## config.mk

```make
export PLATFORM = sky130hd
export DESIGN_NAME = thread_table_scheduler_core
export DESIGN_NICKNAME = d
export VERILOG_FILES = /design/src/sv/tts_pkg.sv /design/src/sv/tts_table.sv /design/src/sv/thread_table_scheduler_core.sv
export SDC_FILE = /design/constraint.sdc
export NUM_CORES = 1
export LEC_CHECK = 0
export BUFFER_PORTS_ARGS = -buffer_cell sky130_fd_sc_hd__clkbuf_2
export CAP_MARGIN = 20
export CORE_MARGIN = 5
export CORE_UTILIZATION = 30
export CTS_CLUSTER_SIZE = 28
export DETAILED_ROUTE_END_ITERATION = 6
export SLEW_MARGIN = 0
export SYNTH_ARGS = -nofsm -noshare
export SYNTH_HDL_FRONTEND = slang
export SYNTH_SLANG_ARGS = --single-unit
```

## constraint.sdc

```tcl
create_clock -name clk -period 4.59 [get_ports clk]
set_input_delay 0.2295 -clock clk [delete_from_list [all_inputs] [get_ports clk]]
set_output_delay 0.2295 -clock clk [all_outputs]
set_load 0.005 [all_outputs]
```

## src/sv/tts_pkg.sv

```systemverilog
// package for the thread table scheduler: payload types, codes and constants
// no dependencies
`default_nettype none
package tts_pkg;

    localparam int MaxThreadsDefault = 16;
    localparam int SjfCeiling = 100;

    localparam logic [1:0] CMD_TICK   = 2'd0;
    localparam logic [1:0] CMD_CREATE = 2'd1;
    localparam logic [1:0] CMD_JOIN   = 2'd2;
    localparam logic [1:0] CMD_INIT   = 2'd3;

    localparam logic [1:0] ST_OK       = 2'd0;
    localparam logic [1:0] ST_NOSWITCH = 2'd1;
    localparam logic [1:0] ST_FULL     = 2'd2;
    localparam logic [1:0] ST_NOTFOUND = 2'd3;

    localparam logic [1:0] TS_READY      = 2'd0;
    localparam logic [1:0] TS_RUNNING    = 2'd1;
    localparam logic [1:0] TS_TERMINATED = 2'd2;

    localparam logic [1:0] POL_FIFO = 2'd0;
    localparam logic [1:0] POL_RR   = 2'd1;
    localparam logic [1:0] POL_PRIO = 2'd2;
    localparam logic [1:0] POL_SJF  = 2'd3;

    localparam logic [1:0] REG_POLICY    = 2'd0;
    localparam logic [1:0] REG_MAIN_ID   = 2'd1;
    localparam logic [1:0] REG_MAIN_LIFE = 2'd2;
    localparam logic [1:0] REG_MAIN_PRIO = 2'd3;

    typedef struct packed {
        logic [1:0]        cmd;
        logic signed [7:0] thread_id;
        logic [14:0]       life_in;
        logic [7:0]        prio_in;
    } tts_in_t;

    typedef struct packed {
        logic [1:0]        status;
        logic signed [7:0] from_id;
        logic signed [7:0] to_id;
    } tts_out_t;

    // one table entry
    typedef struct packed {
        logic signed [7:0]  id;
        logic signed [15:0] life;
        logic [7:0]         prio;
        logic [1:0]         st;
    } tts_entry_t;

endpackage
`default_nettype wire

```

## src/sv/tts_table.sv

```systemverilog
// thread table storage: one read port, one write port, registered read data
// depends on tts_pkg
`default_nettype none
module tts_table
    import tts_pkg::*;
#(
    parameter int MAX_THREADS = MaxThreadsDefault
)
(
    input  wire logic                           clk,
    input  wire logic [$clog2(MAX_THREADS)-1:0] rd_addr,
    output tts_entry_t                          rd_data,
    input  wire logic                           wr_en,
    input  wire logic [$clog2(MAX_THREADS)-1:0] wr_addr,
    input  wire tts_entry_t                     wr_data
);
    tts_entry_t mem [MAX_THREADS];

    // write port
    always_ff @(posedge clk)
    begin
        if (wr_en)
        begin
            mem[wr_addr] <= wr_data;
        end
    end

    // registered read
    always_ff @(posedge clk)
    begin
        rd_data <= mem[rd_addr];
    end
endmodule
`default_nettype wire

```

## src/sv/thread_table_scheduler_core.sv

```systemverilog
// Thread table scheduler. Each beat is handled alone; in_stall stays high from
// the accepted input beat until its result beat has been taken. Each table read
// takes an address state (S_RD) and a registered-data state. Init and create go
// straight to the result; join walks the table (find, then shift down); a fifo or
// round robin tick makes one ring search pass; a priority or shortest-job tick
// makes a best-value pass then a first-match pass. The single read port of
// tts_table is shared by all passes and sets the pace.
// depends on tts_pkg and tts_table
`default_nettype none
module thread_table_scheduler_core
    import tts_pkg::*;
#(
    parameter int MAX_THREADS = MaxThreadsDefault
)
(
    input  wire logic       clk,
    input  wire logic       rst_n,
    input  wire logic       in_valid,
    output logic            in_stall,
    input  wire tts_in_t    in_data,
    output logic            out_valid,
    input  wire logic       out_stall,
    output tts_out_t        out_data,
    input  wire logic       cfg_valid,
    output logic            cfg_ready,
    input  wire logic [1:0] cfg_index,
    input  wire logic [15:0] cfg_data
);
    localparam int AW = $clog2(MAX_THREADS);
    localparam int CW = $clog2(MAX_THREADS + 1);
    localparam logic [CW-1:0] MaxCnt = CW'(MAX_THREADS);

    localparam logic [3:0] S_IDLE  = 4'd0;
    localparam logic [3:0] S_RD    = 4'd1;  // issue read at idx_reg
    localparam logic [3:0] S_EV    = 4'd2;  // evaluate read data
    localparam logic [3:0] S_CUR   = 4'd3;  // current entry read back
    localparam logic [3:0] S_FIN   = 4'd4;  // finish: join bookkeeping, or read target
    localparam logic [3:0] S_OUT   = 4'd5;
    localparam logic [3:0] S_TGT   = 4'd6;  // target entry read back
    localparam logic [3:0] S_RRCUR = 4'd7;  // rr: current entry read back
    localparam logic [3:0] S_RRTGT = 4'd8;  // rr: target entry read back

    // phases of a pass
    localparam logic [2:0] P_JFIND = 3'd0;
    localparam logic [2:0] P_JMOVE = 3'd1;
    localparam logic [2:0] P_RING  = 3'd2;
    localparam logic [2:0] P_BEST  = 3'd3;
    localparam logic [2:0] P_MATCH = 3'd4;
    localparam logic [2:0] P_CUR   = 3'd5;

    logic [3:0]  state_reg, state_next;
    logic [2:0]  phase_reg, phase_next;
    logic [1:0]  policy_reg;
    logic signed [7:0]  main_id_reg;
    logic signed [15:0] main_life_reg;
    logic [7:0]  main_prio_reg;
    logic [CW-1:0] cnt_reg, cnt_next;
    logic [AW-1:0] cur_reg, cur_next;
    logic [AW-1:0] idx_reg, idx_next;     // walking position
    logic [AW-1:0] pos_reg, pos_next;     // ring p / join k
    logic [CW-1:0] step_reg, step_next;
    logic [CW-1:0] live_reg, live_next;
    logic signed [16:0] best_reg, best_next;
    logic [AW-1:0] tgt_reg, tgt_next;
    logic signed [7:0] cid_reg, cid_next; // id of current entry
    logic        cmain_reg, cmain_next;   // current entry is main
    tts_in_t     item_reg, item_next;
    tts_out_t    res_reg, res_next;
    logic        ov_reg, ov_next;

    logic [AW-1:0] rd_addr;
    tts_entry_t    rd_data;
    logic          wr_en;
    logic [AW-1:0] wr_addr;
    tts_entry_t    wr_data;

    tts_table #(.MAX_THREADS(MAX_THREADS)) u_table (
        .clk    (clk),
        .rd_addr(rd_addr),
        .rd_data(rd_data),
        .wr_en  (wr_en),
        .wr_addr(wr_addr),
        .wr_data(wr_data)
    );

    assign in_stall  = (state_reg != S_IDLE) || ov_reg;
    assign out_valid = ov_reg;
    assign out_data  = res_reg;
    assign cfg_ready = 1'b1;

    // configuration registers
    always_ff @(posedge clk or negedge rst_n)
    begin
        if (!rst_n)
        begin
            policy_reg    <= POL_FIFO;
            main_id_reg   <= -8'sd1;
            main_life_reg <= 16'sd32767;
            main_prio_reg <= 8'd0;
        end
        else if (cfg_valid)
        begin
            case (cfg_index)
                REG_POLICY:    policy_reg    <= cfg_data[1:0];
                REG_MAIN_ID:   main_id_reg   <= cfg_data[7:0];
                REG_MAIN_LIFE: main_life_reg <= cfg_data;
                REG_MAIN_PRIO: main_prio_reg <= cfg_data[7:0];
                default:       policy_reg    <= policy_reg;
            endcase
        end
    end

    logic          rd_term;
    logic [AW-1:0] last_slot;
    assign last_slot = AW'(cnt_reg - 1'b1);
    assign rd_term   = rd_data.st == TS_TERMINATED;

    // sequencer
    always_comb
    begin
        state_next = state_reg;
        phase_next = phase_reg;
        cnt_next = cnt_reg;
        cur_next = cur_reg;
        idx_next = idx_reg;
        pos_next = pos_reg;
        step_next = step_reg;
        live_next = live_reg;
        best_next = best_reg;
        tgt_next = tgt_reg;
        cid_next = cid_reg;
        cmain_next = cmain_reg;
        item_next = item_reg;
        res_next = res_reg;
        ov_next = ov_reg;
        rd_addr = idx_reg;
        wr_en = 1'b0;
        wr_addr = idx_reg;
        wr_data = rd_data;

        if (ov_reg && !out_stall)
        begin
            ov_next = 1'b0;
        end

        case (state_reg)
            S_IDLE:
            begin
                if (in_valid && !ov_reg)
                begin
                    item_next = in_data;
                    res_next = '{status: ST_OK, from_id: 8'sd0, to_id: 8'sd0};
                    case (in_data.cmd)
                        CMD_INIT:
                        begin
                            wr_en = 1'b1;
                            wr_addr = '0;
                            wr_data = '{id: main_id_reg, life: main_life_reg,
                                        prio: main_prio_reg, st: TS_RUNNING};
                            cnt_next = CW'(1);
                            cur_next = '0;
                            res_next.to_id = main_id_reg;
                            state_next = S_OUT;
                        end
                        CMD_CREATE:
                        begin
                            if (cnt_reg >= MaxCnt)
                            begin
                                res_next.status = ST_FULL;
                            end
                            else
                            begin
                                wr_en = 1'b1;
                                wr_addr = AW'(cnt_reg);
                                wr_data = '{id: in_data.thread_id,
                                            life: {1'b0, in_data.life_in},
                                            prio: in_data.prio_in, st: TS_READY};
                                cnt_next = cnt_reg + 1'b1;
                                res_next.to_id = in_data.thread_id;
                            end
                            state_next = S_OUT;
                        end
                        CMD_JOIN:
                        begin
                            if (cnt_reg == '0)
                            begin
                                res_next.status = ST_NOTFOUND;
                                state_next = S_OUT;
                            end
                            else
                            begin
                                idx_next = '0;
                                phase_next = P_JFIND;
                                state_next = S_RD;
                            end
                        end
                        default:
                        begin
                            if (cnt_reg <= CW'(1))
                            begin
                                res_next.status = ST_NOSWITCH;
                                state_next = S_OUT;
                            end
                            else
                            begin
                                if (CW'(cur_reg) >= cnt_reg)
                                begin
                                    cur_next = '0;
                                end
                                state_next = S_CUR;
                                phase_next = P_CUR;
                                idx_next = (CW'(cur_reg) >= cnt_reg) ? '0 : cur_reg;
                                state_next = S_RD;
                            end
                        end
                    endcase
                end
            end

            S_RD:
            begin
                rd_addr = idx_reg;
                state_next = (phase_reg == P_CUR) ? S_CUR : S_EV;
            end

            S_CUR:
            begin
                // current entry: apply the pre-search update (none for round robin)
                cid_next = rd_data.id;
                cmain_next = rd_data.id == main_id_reg;
                wr_addr = cur_reg;
                wr_data = rd_data;
                live_next = '0;
                step_next = '0;
                pos_next = cur_reg;
                idx_next = '0;
                case (policy_reg)
                    POL_FIFO, POL_SJF:
                    begin
                        if (rd_data.id != main_id_reg)
                        begin
                            wr_en = 1'b1;
                            wr_data.life = '0;
                            wr_data.st = TS_TERMINATED;
                        end
                    end
                    POL_PRIO:
                    begin
                        wr_en = 1'b1;
                        if (rd_data.life != -16'sd32768)
                        begin
                            wr_data.life = rd_data.life - 16'sd1;
                        end
                        if (rd_data.id != main_id_reg && wr_data.life == 16'sd0)
                        begin
                            wr_data.st = TS_TERMINATED;
                        end
                    end
                    default:
                    begin
                    end
                endcase
                if (policy_reg == POL_FIFO || policy_reg == POL_RR)
                begin
                    phase_next = P_RING;
                    // first ring step from p = cur, walker and current coincide
                    if (cur_reg == last_slot && rd_data.id == main_id_reg)
                    begin
                        res_next.status = ST_NOSWITCH;
                        state_next = S_OUT;
                    end
                    else
                    begin
                        idx_next = (cur_reg == last_slot) ? '0 : cur_reg + 1'b1;
                        state_next = S_RD;
                    end
                end
                else
                begin
                    phase_next = P_BEST;
                    best_next = (policy_reg == POL_PRIO) ? -17'sd1 : 17'(SjfCeiling);
                    state_next = S_RD;
                end
            end

            S_EV:
            begin
                case (phase_reg)
                    P_JFIND:
                    begin
                        if (rd_data.id == item_reg.thread_id && rd_term)
                        begin
                            pos_next = idx_reg;
                            if (idx_reg == last_slot)
                            begin
                                state_next = S_FIN;
                            end
                            else
                            begin
                                idx_next = idx_reg + 1'b1;
                                phase_next = P_JMOVE;
                                state_next = S_RD;
                            end
                        end
                        else if (idx_reg == last_slot)
                        begin
                            res_next.status = ST_NOTFOUND;
                            state_next = S_OUT;
                        end
                        else
                        begin
                            idx_next = idx_reg + 1'b1;
                            state_next = S_RD;
                        end
                    end
                    P_JMOVE:
                    begin
                        // shift entry down by one
                        wr_en = 1'b1;
                        wr_addr = idx_reg - 1'b1;
                        wr_data = rd_data;
                        if (idx_reg == last_slot)
                        begin
                            state_next = S_FIN;
                        end
                        else
                        begin
                            idx_next = idx_reg + 1'b1;
                            state_next = S_RD;
                        end
                    end
                    P_RING:
                    begin
                        step_next = step_reg + 1'b1;
                        if (rd_data.life > 16'sd0)
                        begin
                            tgt_next = idx_reg;
                            state_next = S_FIN;
                        end
                        else if (step_reg + 1'b1 >= cnt_reg)
                        begin
                            res_next.status = ST_NOSWITCH;
                            state_next = S_OUT;
                        end
                        else if (idx_reg == last_slot &&
                                 ((policy_reg == POL_FIFO && rd_data.id == main_id_reg) ||
                                  (policy_reg == POL_RR && cmain_reg)))
                        begin
                            res_next.status = ST_NOSWITCH;
                            state_next = S_OUT;
                        end
                        else
                        begin
                            idx_next = (idx_reg == last_slot) ? '0 : idx_reg + 1'b1;
                            state_next = S_RD;
                        end
                    end
                    P_BEST:
                    begin
                        if (!rd_term)
                        begin
                            live_next = live_reg + 1'b1;
                            if (policy_reg == POL_PRIO &&
                                $signed({9'd0, rd_data.prio}) > best_reg)
                            begin
                                best_next = $signed({9'd0, rd_data.prio});
                            end
                            if (policy_reg == POL_SJF &&
                                17'(rd_data.life) < best_reg)
                            begin
                                best_next = 17'(rd_data.life);
                            end
                        end
                        if (idx_reg == last_slot)
                        begin
                            idx_next = '0;
                            if (live_next == CW'(1) && cmain_reg)
                            begin
                                res_next.status = ST_NOSWITCH;
                                state_next = S_OUT;
                            end
                            else if (policy_reg == POL_SJF &&
                                     best_next == 17'(SjfCeiling))
                            begin
                                tgt_next = '0;
                                state_next = S_FIN;
                            end
                            else
                            begin
                                phase_next = P_MATCH;
                                state_next = S_RD;
                            end
                        end
                        else
                        begin
                            idx_next = idx_reg + 1'b1;
                            state_next = S_RD;
                        end
                    end
                    default:
                    begin
                        // first live entry holding the best value
                        if (!rd_term &&
                            ((policy_reg == POL_PRIO &&
                              $signed({9'd0, rd_data.prio}) == best_reg) ||
                             (policy_reg == POL_SJF && 17'(rd_data.life) == best_reg)))
                        begin
                            tgt_next = idx_reg;
                            state_next = S_FIN;
                        end
                        else if (idx_reg == last_slot)
                        begin
                            res_next.status = ST_NOSWITCH;
                            state_next = S_OUT;
                        end
                        else
                        begin
                            idx_next = idx_reg + 1'b1;
                            state_next = S_RD;
                        end
                    end
                endcase
            end

            S_FIN:
            begin
                if (phase_reg == P_JFIND || phase_reg == P_JMOVE)
                begin
                    cnt_next = cnt_reg - 1'b1;
                    cur_next = (pos_reg < cur_reg) ? cur_reg - 1'b1 : cur_reg;
                    if (CW'(cur_next) >= cnt_next)
                    begin
                        cur_next = '0;
                    end
                    res_next.to_id = item_reg.thread_id;
                    state_next = S_OUT;
                end
                else
                begin
                    rd_addr = tgt_reg;
                    state_next = S_TGT;
                end
            end

            S_TGT:
            begin
                // round robin charges the current entry only on a switch
                if (policy_reg == POL_RR)
                begin
                    wr_en = 1'b1;
                    wr_addr = cur_reg;
                    phase_next = P_CUR;
                end
                wr_data = rd_data;
                if (policy_reg != POL_RR)
                begin
                    wr_en = 1'b1;
                    wr_addr = tgt_reg;
                    wr_data.st = TS_RUNNING;
                    res_next.from_id = cid_reg;
                    res_next.to_id = rd_data.id;
                    cur_next = tgt_reg;
                    state_next = S_OUT;
                end
                else
                begin
                    // rr: tgt read now, cur read next
                    res_next.to_id = rd_data.id;
                    res_next.from_id = cid_reg;
                    wr_en = 1'b0;
                    rd_addr = cur_reg;
                    phase_next = P_JFIND;
                    state_next = S_RRCUR;
                end
            end

            S_RRCUR:
            begin
                // rr: decrement current then mark target running
                wr_en = 1'b1;
                wr_addr = cur_reg;
                wr_data = rd_data;
                if (rd_data.life != -16'sd32768)
                begin
                    wr_data.life = rd_data.life - 16'sd1;
                end
                if (!cmain_reg && wr_data.life == 16'sd0)
                begin
                    wr_data.st = TS_TERMINATED;
                end
                if (tgt_reg == cur_reg)
                begin
                    wr_data.st = TS_RUNNING;
                    cur_next = tgt_reg;
                    state_next = S_OUT;
                end
                else
                begin
                    rd_addr = tgt_reg;
                    state_next = S_RRTGT;
                end
            end

            S_RRTGT:
            begin
                wr_en = 1'b1;
                wr_addr = tgt_reg;
                wr_data = rd_data;
                wr_data.st = TS_RUNNING;
                cur_next = tgt_reg;
                state_next = S_OUT;
            end

            S_OUT:
            begin
                ov_next = 1'b1;
                state_next = S_IDLE;
            end

            default:
            begin
                state_next = S_IDLE;
            end
        endcase
    end

    // control and work registers
    always_ff @(posedge clk or negedge rst_n)
    begin
        if (!rst_n)
        begin
            state_reg <= S_IDLE;
            phase_reg <= P_JFIND;
            cnt_reg   <= '0;
            cur_reg   <= '0;
            ov_reg    <= 1'b0;
        end
        else
        begin
            state_reg <= state_next;
            phase_reg <= phase_next;
            cnt_reg   <= cnt_next;
            cur_reg   <= cur_next;
            ov_reg    <= ov_next;
        end
    end

    always_ff @(posedge clk)
    begin
        idx_reg   <= idx_next;
        pos_reg   <= pos_next;
        step_reg  <= step_next;
        live_reg  <= live_next;
        best_reg  <= best_next;
        tgt_reg   <= tgt_next;
        cid_reg   <= cid_next;
        cmain_reg <= cmain_next;
        item_reg  <= item_next;
        res_reg   <= res_next;
    end

    // checks
    a_count_range: assert property (@(posedge clk) disable iff (!rst_n)
        cnt_reg <= MaxCnt)
        else $error("entry count beyond table size");
    a_out_hold: assert property (@(posedge clk) disable iff (!rst_n)
        ov_reg && out_stall |=> ov_reg && $stable(res_reg))
        else $error("result changed while stalled");
    a_busy_no_out: assert property (@(posedge clk) disable iff (!rst_n)
        state_reg != S_IDLE |-> in_stall)
        else $error("input open while busy");
endmodule
`default_nettype wire
```

==> flow_metrics.env, run 1 <==
export IMPL_worstHoldStart="cfg_data[10]"
export IMPL_rr_worst_depth=8
export IMPL_p_per_area_nw_per_um2=725
export IMPL_synth_edf_count=618
export IMPL_fin_crit_ns=4.25
export IMPL_cts_resized=0
export IMPL_ant_nets=0
export IMPL_post_dp_hpwl_mm=60.5
export IMPL_vias=22660
export IMPL_startpoint_type="register"
export IMPL_tightest_slew_ns=1.08
export IMPL_largest_register="u_table.mem"
export IMPL_grt_pass1_vias=21791
export IMPL_dr_pass1_iters=6
export IMPL_crit_reg2reg_launch="state_reg[3]"
export IMPL_crit_start="state_reg[3]"
export IMPL_fin_worst_skew_ns=0.0214
export IMPL_maxCapViolCount=0
export IMPL_synth_cell_types=77
export IMPL_antenna_found_initial=3
export IMPL_synth_ff_type="edfxtp_1"
export IMPL_wl_per_cell_um=21.6
export IMPL_grt_pass1_wl_mm=140
export IMPL_whs_ns=0.0301
export IMPL_vias_per_cell=5.19
export IMPL_synth_top_area_frac=0.583
export IMPL_portBuffers=75
export IMPL_path_clk_slew_ns=0.06
export IMPL_layout_drive_gt1_share=0.148
export IMPL_synth_fp_nets=2887
export IMPL_setup_viol=0
export IMPL_final_nets=3032
export IMPL_htree_levels=3
export IMPL_ff2ff_setup_slack_ns=0.34
export IMPL_finalCritPeriodShare=0.925
export IMPL_grt_usage=0.162
export IMPL_overflow=0
export IMPL_crit_end="u_table.rd_data[24]"
export IMPL_pin_count=77
export IMPL_clock_path_buffers=3
export IMPL_routed_wl_mm=94.3
export IMPL_timing_fmax_mhz=235
export IMPL_end_kind="register"
export IMPL_p_leak_uw=0.0134
export IMPL_slew_viol_final=0
export IMPL_synthTopCellsByCount="nand2_1 (718), edfxtp_1 (618), nand3_1 (234), o21ai_0 (158), nor2_1 (123)"
export IMPL_worstSetupPathType="register to register"
export IMPL_rows=119
export IMPL_cp_data_arrival_time_ns=4.68
export IMPL_postCtsSetupRepairBufs=0
export IMPL_hold_class="primary input to register"
export IMPL_total_power_uw=27100
export IMPL_synth_area_um2=31800
export IMPL_ys_warn_count=0
export IMPL_finalHoldViolCount=0
export IMPL_cts_hold_buf=30
export IMPL_ir_drop_mv=0.486
export IMPL_status="finished clean"
export IMPL_initial_core_util=0.302
export IMPL_cts_sinks=703
export IMPL_num_antenna_cells=0
export IMPL_setup_tns_ns=0
export IMPL_cts_tree="yes"
export IMPL_slew_limit_headroom=0.277
export IMPL_drt_iter0_markers=2480
export IMPL_syn_avg_cell_area_um2=11.5
export IMPL_synth_area_leaders="edfxtp_1 (58%), nand2_1 (8.5%), nand3_1 (3.7%)"
export IMPL_cp_depth=8
export IMPL_grt_max_degree=137
export IMPL_synth_top_cell_by_area="edfxtp_1"
export IMPL_largest_reg_flops=544
export IMPL_cp_top_family="compound AO/OA/AOI/OAI gates"
export IMPL_drc=0
export IMPL_slowest_stage="a221oi_2"
export IMPL_async_flop_share=0.0725
export IMPL_finalWeightedCongestion=0.946
export IMPL_clockRootBuffer="clkbuf_16"
export IMPL_die_w_um=336
export IMPL_ys_ff_latch=703
export IMPL_syn_to_final_growth_pct=17.7
export IMPL_die_area_um2=113000
export IMPL_die_h_um=336
export IMPL_cts_buffers=75
export IMPL_cpPeakStageDelay_ns=0.58
export IMPL_required_ns=5.02
export IMPL_syn_inst=2771
export IMPL_grt_setup_unrepaired="false"
export IMPL_synth_most_common_cell="nand2_1"
export IMPL_path_cells="and2b_1 -> nand2_1 -> o21ai_4 -> a21oi_4 -> a221oi_4 -> buf_12 -> o21ai_0 -> a221oi_2"
export IMPL_ys_seq_area_frac=0.646
export IMPL_final_util=0.356
export IMPL_path_buf_inv=1
export IMPL_reg2reg_to="u_table.rd_data[24]"
export IMPL_core_um2=105000
export IMPL_clk_latency_ns=0.62
export IMPL_critPathMaxFanout=136
## final cells by class
type / count / area [um^2]
sequential: 703 / 20500
multi-input combinational: 1854 / 10500
timing repair buffer: 230 / 1990
clock inverter: 32 / 328
fill: 10219 / 67800
inverter: 52 / 195
clock buffer: 106 / 2130
tap: 1391 / 1740
## how the worst min path moves through the flow
stage | endpoint | slack, ns | cells past startpoint
6_report | main_life_reg[10] | 0.03 | 2
2_1_floorplan | cnt_reg[0] | -0.07 | 0
3_3_place_gp | main_prio_reg[6] | 0.45 | 2
4_1_cts | main_life_reg[10] | 0.0002 | 2
3_5_place_dp | item_reg[23] | 0.44 | 1
5_1_grt | main_life_reg[10] | 0.02 | 2
## where the power goes
group          total (uW)  internal (uW)  switching (uW)
combinational       11200           3590            7620
sequential           9870           9100             772
clock                6050           3530            2520
total               27100          16200           10900
## logic make-up after synthesis
group | count (synthesis) | share of synthesized area
compound gates | 435 | 0.0965
simple gates | 1255 | 0.172
buf+inv | 214 | 0.0298
other cells | 1 | 0.000118
mux | 53 | 0.0180
fa+ha+maj | 60 | 0.0236
flops | 703 | 0.646
xor+xnor | 50 | 0.0138
## cell usage in the layout, fill, tap and decap left out, types with 52 or more instances in the layout
master,count
nand2_1,718
ha_1,59
nand4_1,52
clkbuf_2,75
buf_4,93
a21oi_1,68
clkbuf_16,77
nand3_1,234
o21ai_0,156
nor2_1,107
edfxtp_1,618
## per-stage QoR
| stage | worst slack [ns] | cells | cell area (um^2) |
|---|---|---|---|
| after floorplan | 0.216 | 2771 | 31800 |
| after global placement | 0.459 | 4198 | 34700 |
| after detailed placement | 0.507 | 4199 | 34700 |
| after CTS | 0.490 | 4367 | 37400 |
| after global routing | 0.111 | 4368 | 37400 |
| final | 0.343 | 4368 | 37400 |
## routing by layer
metal / wire [um] / global-route usage
met1: 41800 / 0.227
met2: 43600 / 0.262
met3: 6360 / 0.0231
met4: 2560 / 0.0488
met5: 0 / 0
No activity file was read; power rests on OpenSTA's default activity.
==> inputs of run 2 (changes only) <==
--- a/config.mk
+++ b/config.mk
@@ -7,11 +7,14 @@
 export LEC_CHECK = 0
 export BUFFER_PORTS_ARGS = -buffer_cell sky130_fd_sc_hd__clkbuf_2
 export CAP_MARGIN = 20
+export CELL_PAD_IN_SITES_DETAIL_PLACEMENT = 0
+export CELL_PAD_IN_SITES_GLOBAL_PLACEMENT = 1
 export CORE_MARGIN = 5
 export CORE_UTILIZATION = 30
 export CTS_CLUSTER_SIZE = 28
 export DETAILED_ROUTE_END_ITERATION = 6
-export SLEW_MARGIN = 0
+export PLACE_DENSITY_LB_ADDON = 0.1
+export SLEW_MARGIN = 40
 export SYNTH_ARGS = -nofsm -noshare
 export SYNTH_HDL_FRONTEND = slang
 export SYNTH_SLANG_ARGS = --single-unit
==> constraint.sdc (replaced) <==
create_clock -name clk -period 4.12 [get_ports clk]
set_input_delay 0.206 -clock clk [delete_from_list [all_inputs] [get_ports clk]]
set_output_delay 0.206 -clock clk [all_outputs]
set_load 0.005 [all_outputs]
==> flow_metrics.env, run 2 (same netlist as run 1, synthesis figures left out) <==
export IMPL_final_nets=3076
export IMPL_dr_pass1_iters=6
export IMPL_antenna_found_initial=2
export IMPL_slowest_stage="o31ai_1"
export IMPL_ir_drop_mv=0.493
export IMPL_layout_drive_gt1_share=0.164
export IMPL_p_leak_uw=0.0137
export IMPL_grt_pass1_wl_mm=161
export IMPL_fin_crit_ns=3.73
export IMPL_path_buf_inv=1
export IMPL_timing_fmax_mhz=268
export IMPL_cts_buffers=81
export IMPL_cts_sinks=703
export IMPL_htree_levels=3
export IMPL_grt_max_degree=109
export IMPL_tightest_slew_ns=0.871
export IMPL_vias_per_cell=5.19
export IMPL_cp_data_arrival_time_ns=4.21
export IMPL_path_clk_slew_ns=0.06
export IMPL_grt_setup_unrepaired="false"
export IMPL_largest_reg_flops=544
export IMPL_slew_viol_final=0
export IMPL_rr_worst_depth=10
export IMPL_layout_common_cells="nand2_1 (718), edfxtp_1 (618), nand3_1 (234), o21ai_0 (145), buf_4 (129)"
export IMPL_core_um2=105000
export IMPL_place_inst=4240
export IMPL_grt_usage=0.194
export IMPL_maxCapViolCount=0
export IMPL_clk_latency_ns=0.66
export IMPL_final_common_cell="nand2_1"
export IMPL_num_antenna_cells=0
export IMPL_status="finished clean"
export IMPL_min_path_cells=3
export IMPL_die_w_um=336
export IMPL_cts_hold_buf=28
export IMPL_finalCritPeriodShare=0.905
export IMPL_finalHoldViolCount=0
export IMPL_portBuffers=75
export IMPL_die_h_um=336
export IMPL_critPathMostFrequentCell="o31ai_1"
export IMPL_postCtsSetupRepairBufs=0
export IMPL_cts_tree="yes"
export IMPL_end_kind="register"
export IMPL_vias=22945
export IMPL_fin_worst_skew_ns=0.0301
export IMPL_cp_depth=10
export IMPL_die_area_um2=113000
export IMPL_routed_wl_mm=112
export IMPL_cpPeakStageDelay_ns=0.64
export IMPL_required_ns=4.60
export IMPL_wl_per_cell_um=25.3
export IMPL_initial_core_util=0.302
export IMPL_pin_count=77
export IMPL_rows=119
export IMPL_post_dp_hpwl_mm=72.7
export IMPL_drc=0
export IMPL_cp_top_family="compound AO/OA/AOI/OAI gates"
export IMPL_path_cells="inv_1 -> ha_1 -> nand4_1 -> nor4_1 -> o21ai_1 -> nand3_1 -> o31ai_1 -> a311oi_1 -> a41oi_1 -> o31ai_1"
export IMPL_finalWeightedCongestion=0.903
export IMPL_worstSetupPathType="register to register"
export IMPL_total_power_uw=31400
export IMPL_clockRootBuffer="clkbuf_16"
export IMPL_layout_cells_non_filler=4419
export IMPL_largest_register="u_table.mem"
export IMPL_clock_path_buffers=3
export IMPL_slew_limit_headroom=0.419
export IMPL_p_per_area_nw_per_um2=826
export IMPL_critPathMaxFanout=8
export IMPL_fill_cells=10250
export IMPL_hold_class="primary input to register"
export IMPL_cts_resized=0
export IMPL_startpoint_type="register"
export IMPL_ant_nets=0
export IMPL_grt_pass1_vias=22459
export IMPL_syn_to_final_growth_pct=19.6
export IMPL_setup_viol=0
export IMPL_drt_iter0_markers=1859
export IMPL_overflow=0
## run 2: routing by layer
metal | vias to the layer above | part of all wire | wire length [um] | track usage
met5 | - | 0 | 0 | 0
met4 | 0 | 0.024 | 2720 | 0.0504
met3 | 150 | 0.060 | 6730 | 0.0360
met2 | 735 | 0.44 | 49600 | 0.299
met1 | 11536 | 0.47 | 52900 | 0.283
li1 | 10524 | - | - | -
## run 2: power breakdown
group	switching [uW]	leakage [uW]	total (uW)	internal, uW
Combinational	9160	0.00595	13200	4070
Sequential	817	0.00647	11000	10100
Clock	3000	0.00130	7220	4230
## run 2: worst register-to-register path, cell delays in order (launching register included)
cell and delay (ns):
edfxtp_1 0.50, inv_1 0.09, ha_1 0.33, nand4_1 0.17, nor4_1 0.39, o21ai_1 0.14
nand3_1 0.29, o31ai_1 0.11, a311oi_1 0.50, a41oi_1 0.39, o31ai_1 0.64
## run 2: layout make-up
class | instances | area [um^2] | area share
timing repair buffer | 268 | 2350 | 0.0617
clock buffer | 111 | 2250 | 0.0592
multi-input combinational | 1854 | 10600 | 0.278
inverter | 52 | 195 | 0.00513
clock inverter | 40 | 399 | 0.0105
sequential | 703 | 20500 | 0.540
tap | 1391 | 1740 | 0.0458
## run 2: per-stage QoR
step	util	TNS [ns]	hold WS [ns]	setup slack [ns]	cell area [um^2]
after floorplan	-	-34.00	-0.0896	-0.254	31800
after global placement	0.333	0	0.386	0.468	35000
after detailed placement	0.333	0	0.242	0.461	35100
after CTS	0.361	0	0.0194	0.416	38000
after global routing	0.361	0	0.0627	0.0596	38000
final	0.361	0	0.0448	0.390	38000
## run 2: path summary, 6_finish.rpt
path                             startpoint                to  slack [ns]
setup / recovery               best_reg[16]      state_reg[2]        0.39
hold / removal                    cfg_valid     policy_reg[0]        0.04
setup reg to reg               best_reg[16]      state_reg[2]        0.39
hold reg to reg            main_prio_reg[5]  main_prio_reg[5]        0.51
max in group asynchronous             rst_n  main_life_reg[8]        3.17
min in group asynchronous             rst_n        cnt_reg[3]        0.10
